`config.mk`:
```
export PLATFORM = sky130hd
export DESIGN_NAME = mwm_ram
export DESIGN_NICKNAME = d
export VERILOG_FILES = /design/src/rtl/maze_wall_merge_engine_core_assert.svh /design/src/rtl/mwm_ram.sv
export SDC_FILE = /design/constraint.sdc
export NUM_CORES = 2
export LEC_CHECK = 0
export BUFFER_PORTS_ARGS = -buffer_cell sky130_fd_sc_hd__buf_2
export CORE_MARGIN = 5
export CORE_UTILIZATION = 57
export DETAILED_ROUTE_END_ITERATION = 10
export PLACE_DENSITY = 0.82
export SYNTH_ARGS = -nofsm -noshare
export SYNTH_HDL_FRONTEND = slang
export SYNTH_SLANG_ARGS = --single-unit
```
`constraint.sdc`:
```
create_clock -name clk -period 2.5 [get_ports clk]
set_clock_uncertainty 0.2 [all_clocks]
set_input_delay 0.25 -clock clk [delete_from_list [all_inputs] [get_ports clk]]
set_output_delay 0.25 -clock clk [all_outputs]
set_load 0.02 [all_outputs]
```
`src/rtl/maze_wall_merge_engine_core_assert.svh`:
```
// Assertion macros shared by the maze wall merge engine RTL.
`ifndef MAZE_WALL_MERGE_ENGINE_CORE_ASSERT_SVH
`define MAZE_WALL_MERGE_ENGINE_CORE_ASSERT_SVH

// Same-cycle implication.
`define MWM_ASSERT_IMP(label, clk, rst_n, ante, cons) \
    label: assert property (@(posedge clk) disable iff (!rst_n) (ante) |-> (cons)) \
        else $error("mwm assertion failed (same cycle)");

// Next-cycle implication.
`define MWM_ASSERT_NXT(label, clk, rst_n, ante, cons) \
    label: assert property (@(posedge clk) disable iff (!rst_n) (ante) |=> (cons)) \
        else $error("mwm assertion failed (next cycle)");

`endif

```
`src/rtl/mwm_ram.sv`:
```
// Generic single-write, single-read RAM with registered read data.
module mwm_ram #(
    parameter int WIDTH = 8,
    parameter int DEPTH = 256
) (
    input  logic                     clk,
    input  logic                     we,
    input  logic [$clog2(DEPTH)-1:0] waddr,
    input  logic [WIDTH-1:0]         wdata,
    input  logic [$clog2(DEPTH)-1:0] raddr,
    output logic [WIDTH-1:0]         rdata
);

    logic [WIDTH-1:0] mem [DEPTH];

    always_ff @(posedge clk)
    begin
        if (we)
        begin
            mem[waddr] <= wdata;
        end
        rdata <= mem[raddr];
    end

endmodule

```
Word-level counts from Yosys, hierarchy flattened
Memories as Yosys holds them, arrays and structs flattened. A register that Yosys moved wholly into a read port is not among the register bits.
Index checks and enable logic that the tools add are counted.
{"block": "totals", "ff_bits": 0, "mem_bits_rw": 2048, "input_bits": 26, "out_inout_bits": 8, "wordCells": 3, "n_memories": 1}
{"name": "mem", "words": 256, "width": 8, "rd": 1, "rd_clocked_by_memory_dff": 1, "write_ports": 1, "line": "mwm_ram.sv:14", "rtl": "logic [WIDTH-1:0] mem [DEPTH];"}
{"block": "op_classes", "n_mux": 2}
{"operator": "1-bit two-way mux", "count": 2}

Logic depth before layout (Yosys ltp)
{"block": "depth", "ltp_word": 2, "mapped_depth": 11, "mapped_depth_nobuf": 6}

Worst setup path before layout
Ideal clock, no wire load.
{"block": "synth_timing", "path_type": "input-to-reg", "from": "in raddr[0]", "to": "reg rdata[2] (read register of mem)", "setup_ns": 0.131, "arrival_time_ns": 2.057, "required_time_ns": 2.169, "setup_slack_ns": 0.112, "path_stages": 9, "n_path_buf": 4, "cell_sequence": "buf_6 buf_12 buf_8 buf_2 mux4_2 a22oi_1 a21oi_1 nor4_1 nor4_2"}
{"element": "start: declaration", "line": "mwm_ram.sv:10", "rtl": "input logic [$clog2(DEPTH)-1:0] raddr,"}
{"element": "end: declaration", "line": "mwm_ram.sv:11", "rtl": "output logic [WIDTH-1:0] rdata"}

==> flow_summary.ini <==
[outcome]
status = complete, but fails checks
failed_checks = setup timing

[yosys]
synth_ff_type = edfxtp_1
ys_seq_area_frac = 0.775
netlist_area_mm2 = 0.0796
synthDistinctLibCells = 55
yosys_warnings = 0
avgSynthCellArea_um2 = 21.3
synth-seq-cells = 2056
synth_edf_count = 2048
ys_async_sr_fraction = 0
syn_nets = 3759
synth_cells = 3733

[worst_setup_path]
crit_fanout = 1
crit_path_top_delay_cell = mux4_2
end_kind = flop
crit_chain = mux4_2 > mux4_2 > nor2b_1 > nor4_2 > buf_4 > nor4_1
ff2ff_path_depth = 6
critPathMostFrequentCell = mux4_2
worst_r2r_endpoint = rdata[1]
worstSetupStartpointType = flop
crit_type = flop to flop
max_stage_delay_ns = 0.56
cp.required_ns = 3.01
r2r_start = mem[80][1]
crit_arrival_ns = 3.09
r2r_slack_ns = -0.08

[layout]
drive_gt1_frac = 0.331
area.growth.synth_to_final_pct = 17.6
fin_nets = 4493

[detailed_routing]
ant_nets = 0
drt_iter0_drc = 7866
vias_per_cell = 6.83
vias = 44500
wire_per_inst_um = 33.4
first_pass_iters = 6
wl_um = 217000
drc = 0

[pwr]
p_leak_nw = 30.5
clkPwrFrac = 0.402
p_sw_mw = 15.6
irDropWorstVdd_mv = 0.616
power.internal_mw = 55.2
p_comb_frac = 0.060
power_mw = 70.7
sw_frac_of_total = 0.220
power_density_mw_per_mm2 = 756
pwr-share-seq = 0.538

[clock_network]
clock_sinks = 2056
insertion_delay_ns = 0.83
cts_buffer_depth = 3
cts_root_buffer = clkbuf_16
clk_pin_slew_ns = 0.07
htreeDepth = 4
cts_tree = built
cts_buffers = 191

[sta]
worst_pin_slew_ns = 0.797
fin_crit_ns = 2.58
setup_viol_count_final = 5
rsz0062_at_grt = true
setup_tns_ns = -0.256
postLayoutSetupSlackWorst_ns = -0.0847
drv_slew = 0
timing.final.crit_share = 1.03
slew_headroom = 0.469
hold_violations = 0
timing.fmax_ghz = 0.387

[worst_hold_path]
hold_path_class = input port to flop
min_to = mem[207][3]
min_path_cells = 4
worstHoldStart = waddr[0]

[floorplan]
start_util = 0.572
io_pins = 34
die_height_um = 384
core_area_mm2 = 0.139
die_area_mm2 = 0.147
row_count = 137
die_w_um = 384

[global_routing]
grt_usage = 0.297
grt_pass1_wl_um = 315000
grt_pass1_vias = 45300
grt_overflow = 0
antenna_found_initial = 10
grt_max_degree = 93

[run]
drv_cap = 0

[placement]
place_congestion = 0.893
dp_hpwl_um = 131000
port_buffers = 33
-- cells by family (layout without fill, tap and decap cells) --
group | Yosys count | after routing | share of synthesized area
flip-flops | 2056 | 2056 | 0.775
multiplexers | 591 | 591 | 0.146
AND/OR/NAND/NOR | 466 | 466 | 0.0263
AO/OA/AOI/OAI | 385 | 385 | 0.0342
buffers and inverters | 235 | 1131 | 0.0183
other | 0 | 6 | 0
-- layout by cell type, fill, tap and decap left out, types with 34 or more instances in the layout --
master | Yosys | layout
clkinv_1 | 1 | 60
nand3_1 | 34 | 34
a21oi_1 | 96 | 95
edfxtp_1 | 2048 | 2048
buf_12 | 8 | 74
buf_4 | 27 | 654
o221ai_1 | 46 | 45
a22oi_1 | 133 | 133
mux4_2 | 454 | 455
mux2i_1 | 134 | 134
nor2_1 | 282 | 278
clkbuf_16 | 0 | 192
-- how the worst max path moves through the flow --
stage / depth (start not counted) / slack (ns) / start / endpoint
final: 6 / -0.08 / mem[80][1] / rdata[1]
after global placement: 10 / -0.97 / raddr[0] / rdata[4]
after detailed placement: 10 / -1.01 / raddr[0] / rdata[4]
after CTS: 6 / -0.02 / mem[87][0] / rdata[0]
after global routing: 6 / -0.09 / mem[87][0] / rdata[0]
after floorplan: 9 / 0.11 / raddr[0] / rdata[2]
-- final cells by class --
class                   count  area, µm²
fillers                  8019      45600
multi-input cells        1442      16700
repair buffers            774       6780
well taps                1876       2350
clock buffers             222       4920
flip-flops and latches   2056      61700
diodes                      6       15.0
inverters                   2       7.51
clock inverters           133       1130
-- worst max-delay path: cells and delay by family (launching register included) --
kind	cells	cell delay, ns
muxes	2	1.07
DFF	1	0.38
and+or+nand+nor	3	0.63
buffers and inverters	1	0.21
-- Yosys cell counts, types with 16 or more instances --
master | number | area share
mux2i_1 | 134 | 0.017
o221ai_1 | 46 | 0.0051
clkbuf_1 | 111 | 0.0052
nand2_1 | 33 | 0.0016
nor3_1 | 22 | 0.0014
buf_1 | 22 | 0.0010
edfxtp_1 | 2048 | 0.77
buf_2 | 31 | 0.0020
buf_6 | 21 | 0.0030
nor2b_1 | 31 | 0.0024
nor4_1 | 24 | 0.0019
mux4_2 | 454 | 0.13
nor2_1 | 282 | 0.013
a22oi_1 | 133 | 0.013
a211oi_1 | 16 | 0.0015
nand3_1 | 34 | 0.0021
a21oi_1 | 96 | 0.0060
buf_4 | 27 | 0.0025
o22ai_1 | 28 | 0.0022
-- power by group through the flow --
| stage | registers (mW) | logic, mW | clock network, mW |
|---|---|---|---|
| floorplan | 38.8 | 1.85 | 0 |
| global placement | 38.8 | 3.82 | 0 |
| detailed placement | 38.8 | 3.96 | 0 |
| CTS | 38.1 | 4.11 | 28.6 |
| global route | 38.0 | 4.35 | 30.2 |
| finish | 38.1 | 4.22 | 28.4 |
-- timing repair --
action / CTS / global route
endpoints found under the setup margin: 8 / 8
hold buffers: 14 / 0
buffers inserted: 0 / 0
hold endpoints to repair: 660 / 0
resized for setup: 28 / 13
pin swaps: 7 / 3
-- sequential cells by signal, summed over array words and instances (netlist names) --
name,cells
rdata,8
mem,2048
-- stage by stage --
step	util	hold WS (ns)	cell area [µm²]	setup WS (ns)	cells
detailed placement	0.626	0.552	87100	-1.01	6136
global placement	0.626	0.559	87100	-0.969	6136
CTS	0.672	0.00282	93500	-0.0237	6505
global route	0.672	0.0719	93500	-0.0943	6505
finish	0.672	0.0953	93500	-0.0847	6511
floorplan	-	0.149	79600	0.112	3733
-- routing by layer --
metal / global-route usage / share of wire / up-vias
li1: - / - / 17100
met1: 0.385 / 0.32 / 22500
met2: 0.467 / 0.48 / 4073
met5: 0 / 0.00028 / -
met4: 0.147 / 0.060 / 10
met3: 0.0858 / 0.14 / 793
No activity file was read; power rests on OpenSTA's default activity.
