==> config.mk <==
export PLATFORM = sky130hd
export DESIGN_NAME = mwm_ctrl
export DESIGN_NICKNAME = d
export VERILOG_FILES = /design/src/rtl/mwm_pkg.sv /design/src/rtl/mwm_ctrl.sv
export VERILOG_INCLUDE_DIRS = /design/src /design/src/rtl
export SDC_FILE = /design/constraint.sdc
export NUM_CORES = 1
export LEC_CHECK = 0
export BUFFER_PORTS_ARGS = -buffer_cell sky130_fd_sc_hd__buf_2
export CAP_MARGIN = 20
export CORE_ASPECT_RATIO = 1.4
export CORE_MARGIN = 2
export CORE_UTILIZATION = 50
export CTS_CLUSTER_DIAMETER = 30
export CTS_CLUSTER_SIZE = 14
export DETAILED_ROUTE_END_ITERATION = 10
export PLACE_DENSITY = 0.7
export SKIP_CTS_REPAIR_TIMING = 1
export SYNTH_ARGS = -nofsm -noshare
export SYNTH_HDL_FRONTEND = slang
export SYNTH_SLANG_ARGS = --single-unit
==> constraint.sdc <==
create_clock -name clk -period 4.4 [get_ports clk]
set_input_delay 0.44 -clock clk [delete_from_list [all_inputs] [get_ports clk]]
set_output_delay 0.44 -clock clk [all_outputs]
set_load 0.05 [all_outputs]
==> src/rtl/maze_wall_merge_engine_core_assert.svh <==
// Assertion macros shared by the maze wall merge engine RTL.
`ifndef MAZE_WALL_MERGE_ENGINE_CORE_ASSERT_SVH
`define MAZE_WALL_MERGE_ENGINE_CORE_ASSERT_SVH

// Same-cycle implication.
`define MWM_ASSERT_IMP(label, clk, rst_n, ante, cons) \
    label: assert property (@(posedge clk) disable iff (!rst_n) (ante) |-> (cons)) \
        else $error("mwm assertion failed (same cycle)");

// Next-cycle implication.
`define MWM_ASSERT_NXT(label, clk, rst_n, ante, cons) \
    label: assert property (@(posedge clk) disable iff (!rst_n) (ante) |=> (cons)) \
        else $error("mwm assertion failed (next cycle)");

`endif

==> src/rtl/mwm_pkg.sv <==
// Shared constants, types and helpers of the maze wall merge engine.
package mwm_pkg;

    localparam int COORD_W   = 6;
    localparam int MAX_DIM   = 63;
    localparam int DIM_MIN   = 5;
    localparam int DIM_CAP   = (MAX_DIM - 1) | 1;
    localparam int CELL_W    = 11;
    localparam int LABEL_W   = 10;
    localparam int ADDR_W    = 2 * COORD_W;
    localparam int MEM_DEPTH = 1 << ADDR_W;

    localparam logic [COORD_W-1:0] DIM_RESET = COORD_W'(21);
    localparam logic [CELL_W-1:0]  CELL_WALL = '1;
    localparam logic [CELL_W-1:0]  CELL_OPEN = '0;

    localparam logic REG_WIDTH  = 1'b0;
    localparam logic REG_HEIGHT = 1'b1;

    localparam logic OP_INIT = 1'b0;
    localparam logic OP_WALL = 1'b1;

    typedef enum logic [2:0] {
        S_IDLE,
        S_INIT,
        S_RD_KEEP,
        S_RD_DROP,
        S_CMP,
        S_SCAN,
        S_SCAN_LAST,
        S_OUT
    } state_t;

    typedef struct packed {
        logic               op;
        logic [COORD_W-1:0] x;
        logic [COORD_W-1:0] y;
        logic [COORD_W-1:0] w;
        logic [COORD_W-1:0] h;
    } cmd_t;

    typedef struct packed {
        logic opened;
        logic done;
        logic bad;
    } result_t;

    typedef struct packed {
        logic              we;
        logic [ADDR_W-1:0] waddr;
        logic [CELL_W-1:0] wdata;
        logic [ADDR_W-1:0] raddr;
    } mem_req_t;

    function automatic logic [COORD_W-1:0] eff_dim(input logic [COORD_W-1:0] raw);
        logic [COORD_W-1:0] d;
        d = raw | COORD_W'(1);
        if (d < COORD_W'(DIM_MIN))
        begin
            d = COORD_W'(DIM_MIN);
        end
        if (d > COORD_W'(DIM_CAP))
        begin
            d = COORD_W'(DIM_CAP);
        end
        return d;
    endfunction

endpackage

==> src/rtl/mwm_ctrl.sv <==
// Sequencer: grid rebuild sweep, wall check and relabel scan over the cell RAM.
`include "maze_wall_merge_engine_core_assert.svh"

module mwm_ctrl (
    input  logic                        clk,
    input  logic                        rst_n,
    input  logic                        start,
    input  mwm_pkg::cmd_t               cmd,
    output logic                        idle,
    output logic                        res_valid,
    input  logic                        res_take,
    output mwm_pkg::result_t            result,
    output mwm_pkg::mem_req_t           mem_req,
    input  logic [mwm_pkg::CELL_W-1:0]  rdata
);

    localparam int EXT_W = mwm_pkg::COORD_W + 1;

    mwm_pkg::state_t                state_reg, state_next;
    mwm_pkg::cmd_t                  cmd_reg, cmd_next;
    logic [mwm_pkg::COORD_W-1:0]    cx_reg, cx_next;
    logic [mwm_pkg::COORD_W-1:0]    cy_reg, cy_next;
    logic [mwm_pkg::LABEL_W-1:0]    n_reg, n_next;
    logic [mwm_pkg::LABEL_W-1:0]    count_reg, count_next;
    logic [mwm_pkg::CELL_W-1:0]     keep_reg, keep_next;
    logic [mwm_pkg::CELL_W-1:0]     drop_reg, drop_next;
    logic                           pend_reg, pend_next;
    logic [mwm_pkg::ADDR_W-1:0]     pend_addr_reg, pend_addr_next;
    logic                           opened_reg, opened_next;
    logic                           bad_reg, bad_next;

    logic                           wall_bad;
    logic [mwm_pkg::LABEL_W-1:0]    n_inc;
    logic [mwm_pkg::COORD_W-1:0]    w_m1, w_m2, h_m1, h_m2;
    logic [mwm_pkg::ADDR_W-1:0]     keep_addr, drop_addr;

    assign wall_bad = (cmd.x == '0) || (cmd.y == '0)
                   || (EXT_W'(cmd.x) + EXT_W'(2) > EXT_W'(cmd.w))
                   || (EXT_W'(cmd.y) + EXT_W'(2) > EXT_W'(cmd.h))
                   || !(cmd.x[0] ^ cmd.y[0]);

    assign n_inc = n_reg + mwm_pkg::LABEL_W'(1);
    assign w_m1  = cmd_reg.w - mwm_pkg::COORD_W'(1);
    assign w_m2  = cmd_reg.w - mwm_pkg::COORD_W'(2);
    assign h_m1  = cmd_reg.h - mwm_pkg::COORD_W'(1);
    assign h_m2  = cmd_reg.h - mwm_pkg::COORD_W'(2);

    always_comb
    begin
        if (cmd_reg.x[0])
        begin
            keep_addr = {cmd_reg.x, cmd_reg.y - mwm_pkg::COORD_W'(1)};
            drop_addr = {cmd_reg.x, cmd_reg.y + mwm_pkg::COORD_W'(1)};
        end
        else
        begin
            keep_addr = {cmd_reg.x - mwm_pkg::COORD_W'(1), cmd_reg.y};
            drop_addr = {cmd_reg.x + mwm_pkg::COORD_W'(1), cmd_reg.y};
        end
    end

    always_ff @(posedge clk or negedge rst_n)
    begin
        if (!rst_n)
        begin
            state_reg <= mwm_pkg::S_IDLE;
            count_reg <= '0;
            pend_reg  <= 1'b0;
        end
        else
        begin
            state_reg <= state_next;
            count_reg <= count_next;
            pend_reg  <= pend_next;
        end
    end

    always_ff @(posedge clk)
    begin
        cmd_reg       <= cmd_next;
        cx_reg        <= cx_next;
        cy_reg        <= cy_next;
        n_reg         <= n_next;
        keep_reg      <= keep_next;
        drop_reg      <= drop_next;
        pend_addr_reg <= pend_addr_next;
        opened_reg    <= opened_next;
        bad_reg       <= bad_next;
    end

    always_comb
    begin
        state_next     = state_reg;
        cmd_next       = cmd_reg;
        cx_next        = cx_reg;
        cy_next        = cy_reg;
        n_next         = n_reg;
        count_next     = count_reg;
        keep_next      = keep_reg;
        drop_next      = drop_reg;
        pend_next      = 1'b0;
        pend_addr_next = pend_addr_reg;
        opened_next    = opened_reg;
        bad_next       = bad_reg;
        mem_req        = '0;
        res_valid      = 1'b0;

        unique case (state_reg)
            mwm_pkg::S_IDLE:
            begin
                if (start)
                begin
                    cmd_next    = cmd;
                    cx_next     = '0;
                    cy_next     = '0;
                    n_next      = '0;
                    opened_next = 1'b0;
                    bad_next    = 1'b0;
                    if (cmd.op == mwm_pkg::OP_INIT)
                    begin
                        state_next = mwm_pkg::S_INIT;
                    end
                    else if (wall_bad)
                    begin
                        bad_next   = 1'b1;
                        state_next = mwm_pkg::S_OUT;
                    end
                    else
                    begin
                        state_next = mwm_pkg::S_RD_KEEP;
                    end
                end
            end

            mwm_pkg::S_INIT:
            begin
                mem_req.we    = 1'b1;
                mem_req.waddr = {cx_reg, cy_reg};
                if (cx_reg[0] && cy_reg[0])
                begin
                    n_next        = n_inc;
                    mem_req.wdata = {1'b0, n_inc};
                end
                else if (cx_reg == mwm_pkg::COORD_W'(1) && cy_reg == '0)
                begin
                    mem_req.wdata = mwm_pkg::CELL_W'(1);
                end
                else if (cx_reg == w_m2 && cy_reg == h_m1)
                begin
                    // exit opening takes the final label count
                    mem_req.wdata = {1'b0, n_reg};
                end
                else
                begin
                    mem_req.wdata = mwm_pkg::CELL_WALL;
                end
                if (cy_reg == h_m1)
                begin
                    cy_next = '0;
                    if (cx_reg == w_m1)
                    begin
                        count_next = n_reg;
                        state_next = mwm_pkg::S_OUT;
                    end
                    else
                    begin
                        cx_next = cx_reg + mwm_pkg::COORD_W'(1);
                    end
                end
                else
                begin
                    cy_next = cy_reg + mwm_pkg::COORD_W'(1);
                end
            end

            mwm_pkg::S_RD_KEEP:
            begin
                mem_req.raddr = keep_addr;
                state_next    = mwm_pkg::S_RD_DROP;
            end

            mwm_pkg::S_RD_DROP:
            begin
                mem_req.raddr = drop_addr;
                keep_next     = rdata;
                state_next    = mwm_pkg::S_CMP;
            end

            mwm_pkg::S_CMP:
            begin
                if (rdata == keep_reg)
                begin
                    state_next = mwm_pkg::S_OUT;
                end
                else
                begin
                    drop_next     = rdata;
                    mem_req.we    = 1'b1;
                    mem_req.waddr = {cmd_reg.x, cmd_reg.y};
                    mem_req.wdata = mwm_pkg::CELL_OPEN;
                    cx_next       = mwm_pkg::COORD_W'(1);
                    cy_next       = mwm_pkg::COORD_W'(1);
                    state_next    = mwm_pkg::S_SCAN;
                end
            end

            mwm_pkg::S_SCAN:
            begin
                mem_req.raddr  = {cx_reg, cy_reg};
                pend_next      = 1'b1;
                pend_addr_next = {cx_reg, cy_reg};
                if (pend_reg && rdata == drop_reg)
                begin
                    mem_req.we    = 1'b1;
                    mem_req.waddr = pend_addr_reg;
                    mem_req.wdata = keep_reg;
                end
                if (cy_reg == h_m2)
                begin
                    cy_next = mwm_pkg::COORD_W'(1);
                    if (cx_reg == w_m2)
                    begin
                        state_next = mwm_pkg::S_SCAN_LAST;
                    end
                    else
                    begin
                        cx_next = cx_reg + mwm_pkg::COORD_W'(2);
                    end
                end
                else
                begin
                    cy_next = cy_reg + mwm_pkg::COORD_W'(2);
                end
            end

            mwm_pkg::S_SCAN_LAST:
            begin
                if (pend_reg && rdata == drop_reg)
                begin
                    mem_req.we    = 1'b1;
                    mem_req.waddr = pend_addr_reg;
                    mem_req.wdata = keep_reg;
                end
                opened_next = 1'b1;
                if (count_reg != '0)
                begin
                    count_next = count_reg - mwm_pkg::LABEL_W'(1);
                end
                state_next = mwm_pkg::S_OUT;
            end

            mwm_pkg::S_OUT:
            begin
                res_valid = 1'b1;
                if (res_take)
                begin
                    state_next = mwm_pkg::S_IDLE;
                end
            end

            default:
            begin
                state_next = mwm_pkg::S_IDLE;
            end
        endcase
    end

    assign idle          = (state_reg == mwm_pkg::S_IDLE);
    assign result.opened = opened_reg;
    assign result.done   = (count_reg == mwm_pkg::LABEL_W'(1));
    assign result.bad    = bad_reg;

    `MWM_ASSERT_IMP(a_scan_odd_cells, clk, rst_n, mem_req.we && state_reg == mwm_pkg::S_SCAN, mem_req.waddr[mwm_pkg::COORD_W] && mem_req.waddr[0])
    `MWM_ASSERT_NXT(a_res_hold, clk, rst_n, res_valid && !res_take, res_valid && $stable(result))
    `MWM_ASSERT_IMP(a_flags_excl, clk, rst_n, res_valid, !(result.opened && result.bad))
    `MWM_ASSERT_NXT(a_count_no_rise, clk, rst_n, state_reg == mwm_pkg::S_SCAN_LAST, count_reg <= $past(count_reg))

endmodule

After elaboration in Yosys (flattened, before gate mapping)

Index checks and enable logic that the tools add are counted.
W data, S select, Z words.

Reductions and logical operators: 27
Bitwise logic cells: 2
Equal/unequal tests: 26
Multiplexer cells: 41
$lt $le $gt $ge: 2
Add/subtract/negate cells: 16

Operators by type and width:

| operator                | count |
|---|---|
| $pmux W24 S3            | 1 |
| $mux W10                | 5 |
| $mux W24                | 2 |
| $mux W6                 | 8 |
| $pmux W6 S4             | 2 |
| $pmux W10 S2            | 2 |
| $pmux W12 S3            | 1 |
| $mux W11                | 3 |
| $add A6 B1 Y6 const B   | 4 |
| $eq A6 B6 Y1            | 4 |
| $mux W12                | 2 |
| $mux W3                 | 8 |
| $pmux W3 S8             | 1 |
| $sub A6 B1 Y6 const B   | 4 |
| $eq A11 B11 Y1          | 2 |
| $ne A2 B2 Y1 const B    | 11 |
| $logic_not A6 Y1        | 3 |
| $add A6 B2 Y7 const B   | 2 |
| $gt A7 B6 Y1            | 2 |
| $add A6 B2 Y6 const B   | 2 |
| $eq A3 B3 Y1 const B    | 4 |
| $sub A6 B2 Y6 const B   | 2 |
| $add A10 B1 Y10 const B | 1 |
| $eq A10 B1 Y1 const B   | 1 |
| 22 further kinds        | 37 |

Word-level logic and storage cells: 129
Register bits after elaboration: 96
Output and inout port bits: 41

Depth between registers and ports, before layout

Gate-level depths: netlist of run 1.

Depth after elaboration: 9
Mapped depth: 10
Mapped depth without buffers: 10

Worst setup path before layout of run 1

Ideal clock, no wire load.

Kind: flip-flop to output port
Start point: reg cmd_reg[1] (netlist name)
End point: out mem_req[14] (netlist name)
Required time: 3.960 ns
Setup slack: 1.051 ns
Cell stages (with the launch flop): 11
Data arrival time: 2.909 ns
Cell sequence: edfxtp_1 -> inv_1 -> ha_1 -> nor3b_1 -> nand2_1 -> xor2_1 -> o2111ai_1 -> buf_2 -> buf_2 -> nor4_1 -> o21ai_0

RTL lines:

| element                | RTL line       | text |
|---|---|---|
| from (decl)            | mwm_ctrl.sv:20 | `mwm_pkg::cmd_t cmd_reg, cmd_next;` |
| from (signal assigned) | mwm_ctrl.sv:80 | `cmd_reg <= cmd_next;` |
| to (decl)              | mwm_ctrl.sv:13 | `output mwm_pkg::mem_req_t mem_req,` |

==> results of run 1 <==
==> synthesized netlist by cell type (6+ instances only) <==
cell / n
buf_2: 10
nor4_1: 15
nand4_1: 13
nor2_1: 38
a21oi_1: 32
dfrtp_1: 14
a222oi_1: 13
nand3_1: 25
edfxtp_1: 82
clkbuf_1: 20
o22ai_1: 10
nand2_1: 55
xnor2_1: 37
nor3_1: 13
inv_1: 52
a21o_1: 6
o311ai_0: 9
a22oi_1: 9
ha_1: 34
o211ai_1: 15
o21ai_0: 23
xor2_1: 30
==> power by group <==
| part | internal [W] | switching [W] | leakage (nW) |
|---|---|---|---|
| clock | 0.000438 | 0.000332 | 0.140 |
| combinational | 0.000761 | 0.00175 | 1.78 |
| sequential | 0.00135 | 0.000419 | 0.934 |
| total | 0.00255 | 0.00250 | 2.86 |
==> cell type report <==
class,instances,area share (%)
clock buffers,10,3.177
repair buffers,89,6.492
inverters,53,2.760
well taps,153,2.656
flip-flops and latches,96,39.02
clock inverters,6,0.8332
multi-input cells,462,45.06
==> layout by cell type, fill, tap and decap left out, types with 3 or more instances in the layout <==
| cell | Yosys | layout |
|---|---|---|
| a211oi_1 | 5 | 5 |
| a21boi_0 | 4 | 4 |
| a21o_1 | 6 | 6 |
| a21oi_1 | 32 | 32 |
| a222oi_1 | 13 | 13 |
| a22oi_1 | 9 | 9 |
| a31oi_1 | 4 | 4 |
| a32o_1 | 3 | 3 |
| a32oi_1 | 3 | 3 |
| and2_1 | 4 | 4 |
| and3_1 | 3 | 3 |
| buf_2 | 10 | 80 |
| buf_4 | 5 | 9 |
| clkbuf_16 | 0 | 9 |
| dfrtp_1 | 14 | 14 |
| edfxtp_1 | 82 | 82 |
| ha_1 | 34 | 34 |
| inv_1 | 52 | 52 |
| nand2_1 | 55 | 55 |
| nand2b_1 | 4 | 4 |
| nand3_1 | 25 | 25 |
| nand3b_1 | 4 | 4 |
| nand4_1 | 13 | 13 |
| nor2_1 | 38 | 38 |
| nor2b_1 | 5 | 5 |
| nor3_1 | 13 | 12 |
| nor4_1 | 15 | 14 |
| o2111ai_1 | 5 | 4 |
| o211ai_1 | 15 | 15 |
| o21ai_0 | 23 | 23 |
| o22ai_1 | 10 | 10 |
| o311ai_0 | 9 | 9 |
| or3_1 | 4 | 4 |
| xnor2_1 | 37 | 37 |
| xor2_1 | 30 | 30 |
==> worst max-delay path: cells and delay by family, from the launching register on <==
family / cells / cell delay (ps)
buf+inv: 4 / 810
compound gates: 2 / 300
flops: 1 / 750
simple gates: 2 / 900
==> metal layers <==
layer  part of all wire [%]  GRT usage (%)  up-vias  wire length [microns]
met5                      0              0        -                      0
met4                    2.7          9.805        0                    461
met3                    5.8          3.185       33                    975
met2                     50          42.39      228                   8443
met1                     41          30.87     2663                   6921
li1                       -              -     2543                      -
==> cell families (layout without fill, tap and decap cells) <==
family / count (synthesis) / after routing / synth area share, %
flip-flops: 96 / 96 / 43.74
AO/OA/AOI/OAI: 160 / 160 / 17.84
buffers and inverters: 91 / 158 / 6.031
adder cells (fa/ha/maj): 34 / 34 / 6.615
multiplexers: 5 / 5 / 0.8366
XOR/XNOR: 70 / 70 / 9.980
AND/OR/NAND/NOR: 193 / 193 / 14.96
==> worst max path at each step <==
stage / cells past startpoint / from / slack (ps) / end
after detailed placement: 10 / cmd_reg[1]$_DFFE_PP_ / 1240 / mem_req[17]
after floorplan: 10 / cmd_reg[1]$_DFFE_PP_ / 1050 / mem_req[14]
final: 8 / state_reg[0]$_DFFE_PN0P_ / 840 / mem_req[25]
after global placement: 9 / rdata[7] / 1350 / mem_req[25]
after global routing: 8 / state_reg[0]$_DFFE_PN0P_ / 590 / mem_req[23]
after CTS: 8 / state_reg[0]$_DFFE_PN0P_ / 860 / mem_req[26]
==> metrics by stage <==
stage	hold slack (ps)	util, %
floorplan	144.4	-
global placement	375.8	54.52
detailed placement	379.8	54.52
CTS	8.713	56.80
global route	26.28	56.80
finish	3.066	56.80
==> impl_metrics.csv, run 1 <==
group,metric,value,unit
finish,regArea,2813,sq um
setup_path,worstPathCellList,"inv_1 > nor2_1 > o2111ai_1 > nor3_2 > buf_4 > a222oi_1 > inv_1 > buf_2",
detailed_routing,dr_total_vias,5467,
clocking,cts_root_buf,"clkbuf_16",
yosys,synth.top_cell.area_share,38.29,%
placed_design,port_buffers,80,
detailed_routing,via_per_inst,6.291,
sta,post-route-min-period,3562,ps
finish,area_growth,12.08,%
placed_design,routabilityCongestion,0.8970,
clocking,worstSkewPairLatency,340,ps
sta,fmaxAchievable,280.7,MHz
yosys,ys_seq_area_share,43.74,%
die,design.die.area,13800,sq um
sta,tns,0,ps
yosys,synth_nets,723,
finish,fin_area,7208,sq um
yosys,synth_ff_type,"edfxtp_1",
sta,grt_setup_unrepaired,"false",
setup_path,startpoint_type,"register",
die,fp.dieH,138.2,microns
finish,largest_register_ffs,24,
clocking,tritoncts,"built",
sta,clock-skew-final,6.479,ps
placed_design,place_inst,853,
finish,fillers,1151,
setup_path,crit_top_cell,"inv_1",
clocking,cts_max_level,3,
detailed_routing,routedWlPerCell,19.33,microns
grt,grt_max_degree,26,
yosys,ys_ff_latch,96,
power_and_ir_drop,irDropWorstVdd,0.4834,mV
sta,hold_viol,0,
sta,postLayoutSetupSlackWorst,838.0,ps
setup_path,critPathSlowestCell,"dfrtp_1",
yosys,ys_warn_count,0,
detailed_routing,drc,0,
grt,grt_usage,24.53,%
setup_path,cpPeakStageDelay,750,ps
setup_path,ff2ff_setup_slack,1290,ps
clocking,cts.clk_slew.worst_paths,70,ps
yosys,synth_top_cell_by_area,"edfxtp_1",
grt,antenna_found_initial,0,
sta,drv_slew,0,
yosys,syn_area,6431,sq um
setup_path,critPathArrivalTime,3120,ps
yosys,syn_inst,649,
grt,grt_pass1_wl,26.89,mm
power_and_ir_drop,finalPower,0.005049,W
setup_path,end_kind,"primary output",
placed_design,dp_hpwl,12.61,mm
detailed_routing,dr.pass1.iters,5,
sta,relSlewSlack,39.04,%
die,rows,49,
clocking,max-clock-path-buffers,2,
clocking,clock_sinks,96,
setup_path,critPathKind,"register to primary output",
setup_path,critPathRequiredTime,3960,ps
setup_path,reg2reg_to,"count_reg[1]$_DFFE_PN0P_",
die,io_pins,81,
finish,nets,785,
power_and_ir_drop,leakagePower,2.856,nW
finish,multiInputGateArea,3248,sq um
power_and_ir_drop,power_density,700.5,nW/um^2
grt,grt_pass1_vias,5360,
finish,num_antenna_cells,0,
yosys,async_reset_ff_share,14.58,%
die,start_util,50.68,%
sta,setup_viol,0,
grt,grt-ovfl-total,0,
clocking,numCtsBuffers,9,
yosys,synth-edff-count,82,
flow_run,cap_viol_max_count,0,
detailed_routing,drtIter0Drc,473,
outcome,outcome,"complete, no violations",
setup_path,crit_fanout,18,
yosys,synth.distinct_cells,68,
die,chipWidth,99.85,microns
placed_design,place_area,6919,sq um
finish,layout-drive-gt1-share,16.48,%
detailed_routing,antenna_left,0,
yosys,yosys-top-cells-area,"edfxtp_1 38%, ha_1 6.6%, dfrtp_1 5.4%",
sta,fin_crit_sh,80.95,%
worst_hold_path,hp-class,"primary input to asynchronous set/reset pin",
yosys,synth.avg_cell_area,9.909,sq um
placed_design,pre_cts_ws,1241,ps
die,coreArea,12690,sq um
detailed_routing,drt-total-wl,16.80,mm
setup_path,reg2reg_from,"state_reg[0]$_DFFE_PN0P_",
sta,worst_pin_slew,913.4,ps
setup_path,reg2reg_depth,6,
finish,finalNonFillerCells,869,
No activity file was read; power rests on OpenSTA's default activity.
==> inputs of run 2 (changes only) <==
- clock period: 4.4 -> 3.7 ns (I/O delays scaled with it)
==> run 2 against run 1 <==
Setup slack got worse by 520 ps. Design area up 0.99%. Total power rose by 21%. Register-to-register slack got worse by 740 ps. Largest cell class unchanged. Clock skew grew 2.1 ps. Critical path type unchanged. Combinational power grew 23%. Final cell count is 0.81% higher. Sequential power increased by 16%.
==> impl_metrics.csv, run 2 (synthesized netlist as in run 1, its figures left out) <==
group,metric,value,unit
clocking,cts.clk_slew.worst_paths,70,ps
detailed_routing,drtIter0Drc,496,
placed_design,routabilityCongestion,0.8949,
setup_path,critPathBufInv,2,
setup_path,critPathKind,"register to primary output",
power_and_ir_drop,leakagePower,2.898,nW
setup_path,worstPathCellList,"inv_1 > ha_1 > a21boi_0 > xnor2_1 > nor4_1 > o2111ai_2 > nor4_1 > o21ai_0 > buf_2",
finish,finalNonFillerCells,876,
sta,drv_slew,0,
sta,setup_viol,0,
grt,grt_max_degree,26,
die,start_util,50.68,%
sta,grt_setup_unrepaired,"false",
setup_path,reg2reg_from,"cmd_reg[1]$_DFFE_PP_",
clocking,clock_sinks,96,
grt,grt_pass1_wl,26.84,mm
die,chipWidth,99.85,microns
setup_path,crit_top_cell,"nor4_1",
grt,grt_use_met3,4.044,%
finish,fillers,1103,
setup_path,critPathRequiredTime,3330,ps
power_and_ir_drop,irDropWorstVdd,0.4768,mV
placed_design,dp_hpwl,12.63,mm
sta,fin_crit_sh,91.33,%
die,rows,49,
setup_path,crit_fanout,12,
detailed_routing,drc,0,
flow_run,cap_viol_max_count,0,
grt,grt_usage,24.62,%
worst_hold_path,hp-class,"primary input to register",
finish,area_growth,13.19,%
sta,clock-skew-final,8.617,ps
finish,regArea,2813,sq um
grt,use_met1,30.15,%
setup_path,end_kind,"primary output",
placed_design,place_inst,859,
finish,num_antenna_cells,0,
grt,grt-ovfl-total,0,
setup_path,cpPeakStageDelay,470,ps
placed_design,pre_cts_ws,565.6,ps
clocking,max-clock-path-buffers,2,
setup_path,critPathArrivalTime,3010,ps
die,coreArea,12690,sq um
finish,multiInputGateArea,3248,sq um
clocking,cts_max_level,3,
finish,most-common-layout-cells,"82 x edfxtp_1, 80 x buf_2, 55 x nand2_1, 52 x inv_1, 38 x nor2_1",
setup_path,cp_top_family,"compound AO/OA/AOI/OAI gates",
die,design.die.area,13800,sq um
sta,post-route-min-period,3379,ps
setup_path,critPathSlowestCell,"o2111ai_2",
detailed_routing,drt-total-wl,16.94,mm
grt,antenna_found_initial,0,
grt,grt_pass1_vias,5351,
sta,worst_pin_slew,868.3,ps
placed_design,port_buffers,80,
clocking,worstSkewPairLatency,350,ps
grt,use_met2,42.50,%
setup_path,crit_path_start,"cmd_reg[1]$_DFFE_PP_",
finish,largest_register_ffs,24,
sta,hold_viol,0,
finish,layout-drive-gt1-share,17.43,%
detailed_routing,dr.pass1.iters,6,
die,fp.dieH,138.2,microns
clocking,tritoncts,"built",
finish,nets,792,
detailed_routing,via_per_inst,6.296,
sta,postLayoutSetupSlackWorst,320.7,ps
detailed_routing,antenna_left,0,
sta,relSlewSlack,42.05,%
sta,fmaxAchievable,295.9,MHz
outcome,outcome,"complete, no violations",
setup_path,startpoint_type,"register",
detailed_routing,routedWlPerCell,19.34,microns
clocking,numCtsBuffers,9,
grt,busiest_layer,"met2",
sta,tns,0,ps
detailed_routing,dr_total_vias,5515,
clocking,cts_root_buf,"clkbuf_16",
die,io_pins,81,
power_and_ir_drop,power_density,839.1,nW/um^2
worst_hold_path,min_from,"cmd[7]",
finish,fin_util,57.36,%
sta,hold_ws,202.1,ps
finish,final_common_cell,"edfxtp_1",
[run 2: cell types whose count changed in the layout (fill, tap and decap cells not counted)]
cell           previous run  this run
buf_4                     9        15
clkbuf_1                  1         0
clkinv_1                  2         1
clkinv_2                  2         1
clkinv_4                  1         2
dlygate4sd3_1             0         1
inv_6                     0         1
inv_8                     0         1
[run 2: worst paths after layout]
| check | depth (start not counted) | to | slack (ps) |
|---|---|---|---|
| max in group asynchronous | 2 | count_reg[3]$_DFFE_PN0P_ | 2940 |
| worst min register to register | 2 | count_reg[9]$_DFFE_PN0P_ | 530 |
| worst max register to register | 8 | cx_reg[3]$_DFFE_PP_ | 550 |
| worst min-delay path | 1 | cmd_reg[7]$_DFFE_PP_ | 200 |
| min in group asynchronous | 2 | pend_reg$_DFF_PN0_ | 470 |
| worst max-delay path | 9 | mem_req[17] | 320 |
[run 2: area by class of cell]
cell class                 count  share of cell area [%]
tap                          153                   2.630
clock buffer                   9                   3.094
timing repair buffer          96                   7.185
multi-input combinational    462                   44.62
sequential                    96                   38.64
inverter                      53                   2.733
clock inverter                 7                   1.100
[run 2: power breakdown]
part,switching [W],internal (W),total (W)
logic,0.00214,0.000936,0.00308
clock network,0.000438,0.000533,0.000971
registers,0.000458,0.00160,0.00206
total,0.00304,0.00307,0.00611
[run 2: per-layer routing]
layer  up-vias  wire, microns
met2       246           8627
li1       2554              -
met4         0            476
met1      2682           6772
met5         -              0
met3        33           1063
[run 2: worst register-to-register path, stage by stage (launching register included)]
cell and delay (ps):
edfxtp_1 350, inv_1 190, ha_1 240, a21boi_0 270, xnor2_1 100, nor4_1 260, o2111ai_2 470, nand3b_1 330
a21boi_0 590
[run 2: per-stage QoR]
step,total power [W],area (sq um)
floorplan,0.004283,6431
global placement,0.005039,6964
detailed placement,0.005108,6964
CTS,0.006088,7269
global route,0.006410,7279
finish,0.006108,7279
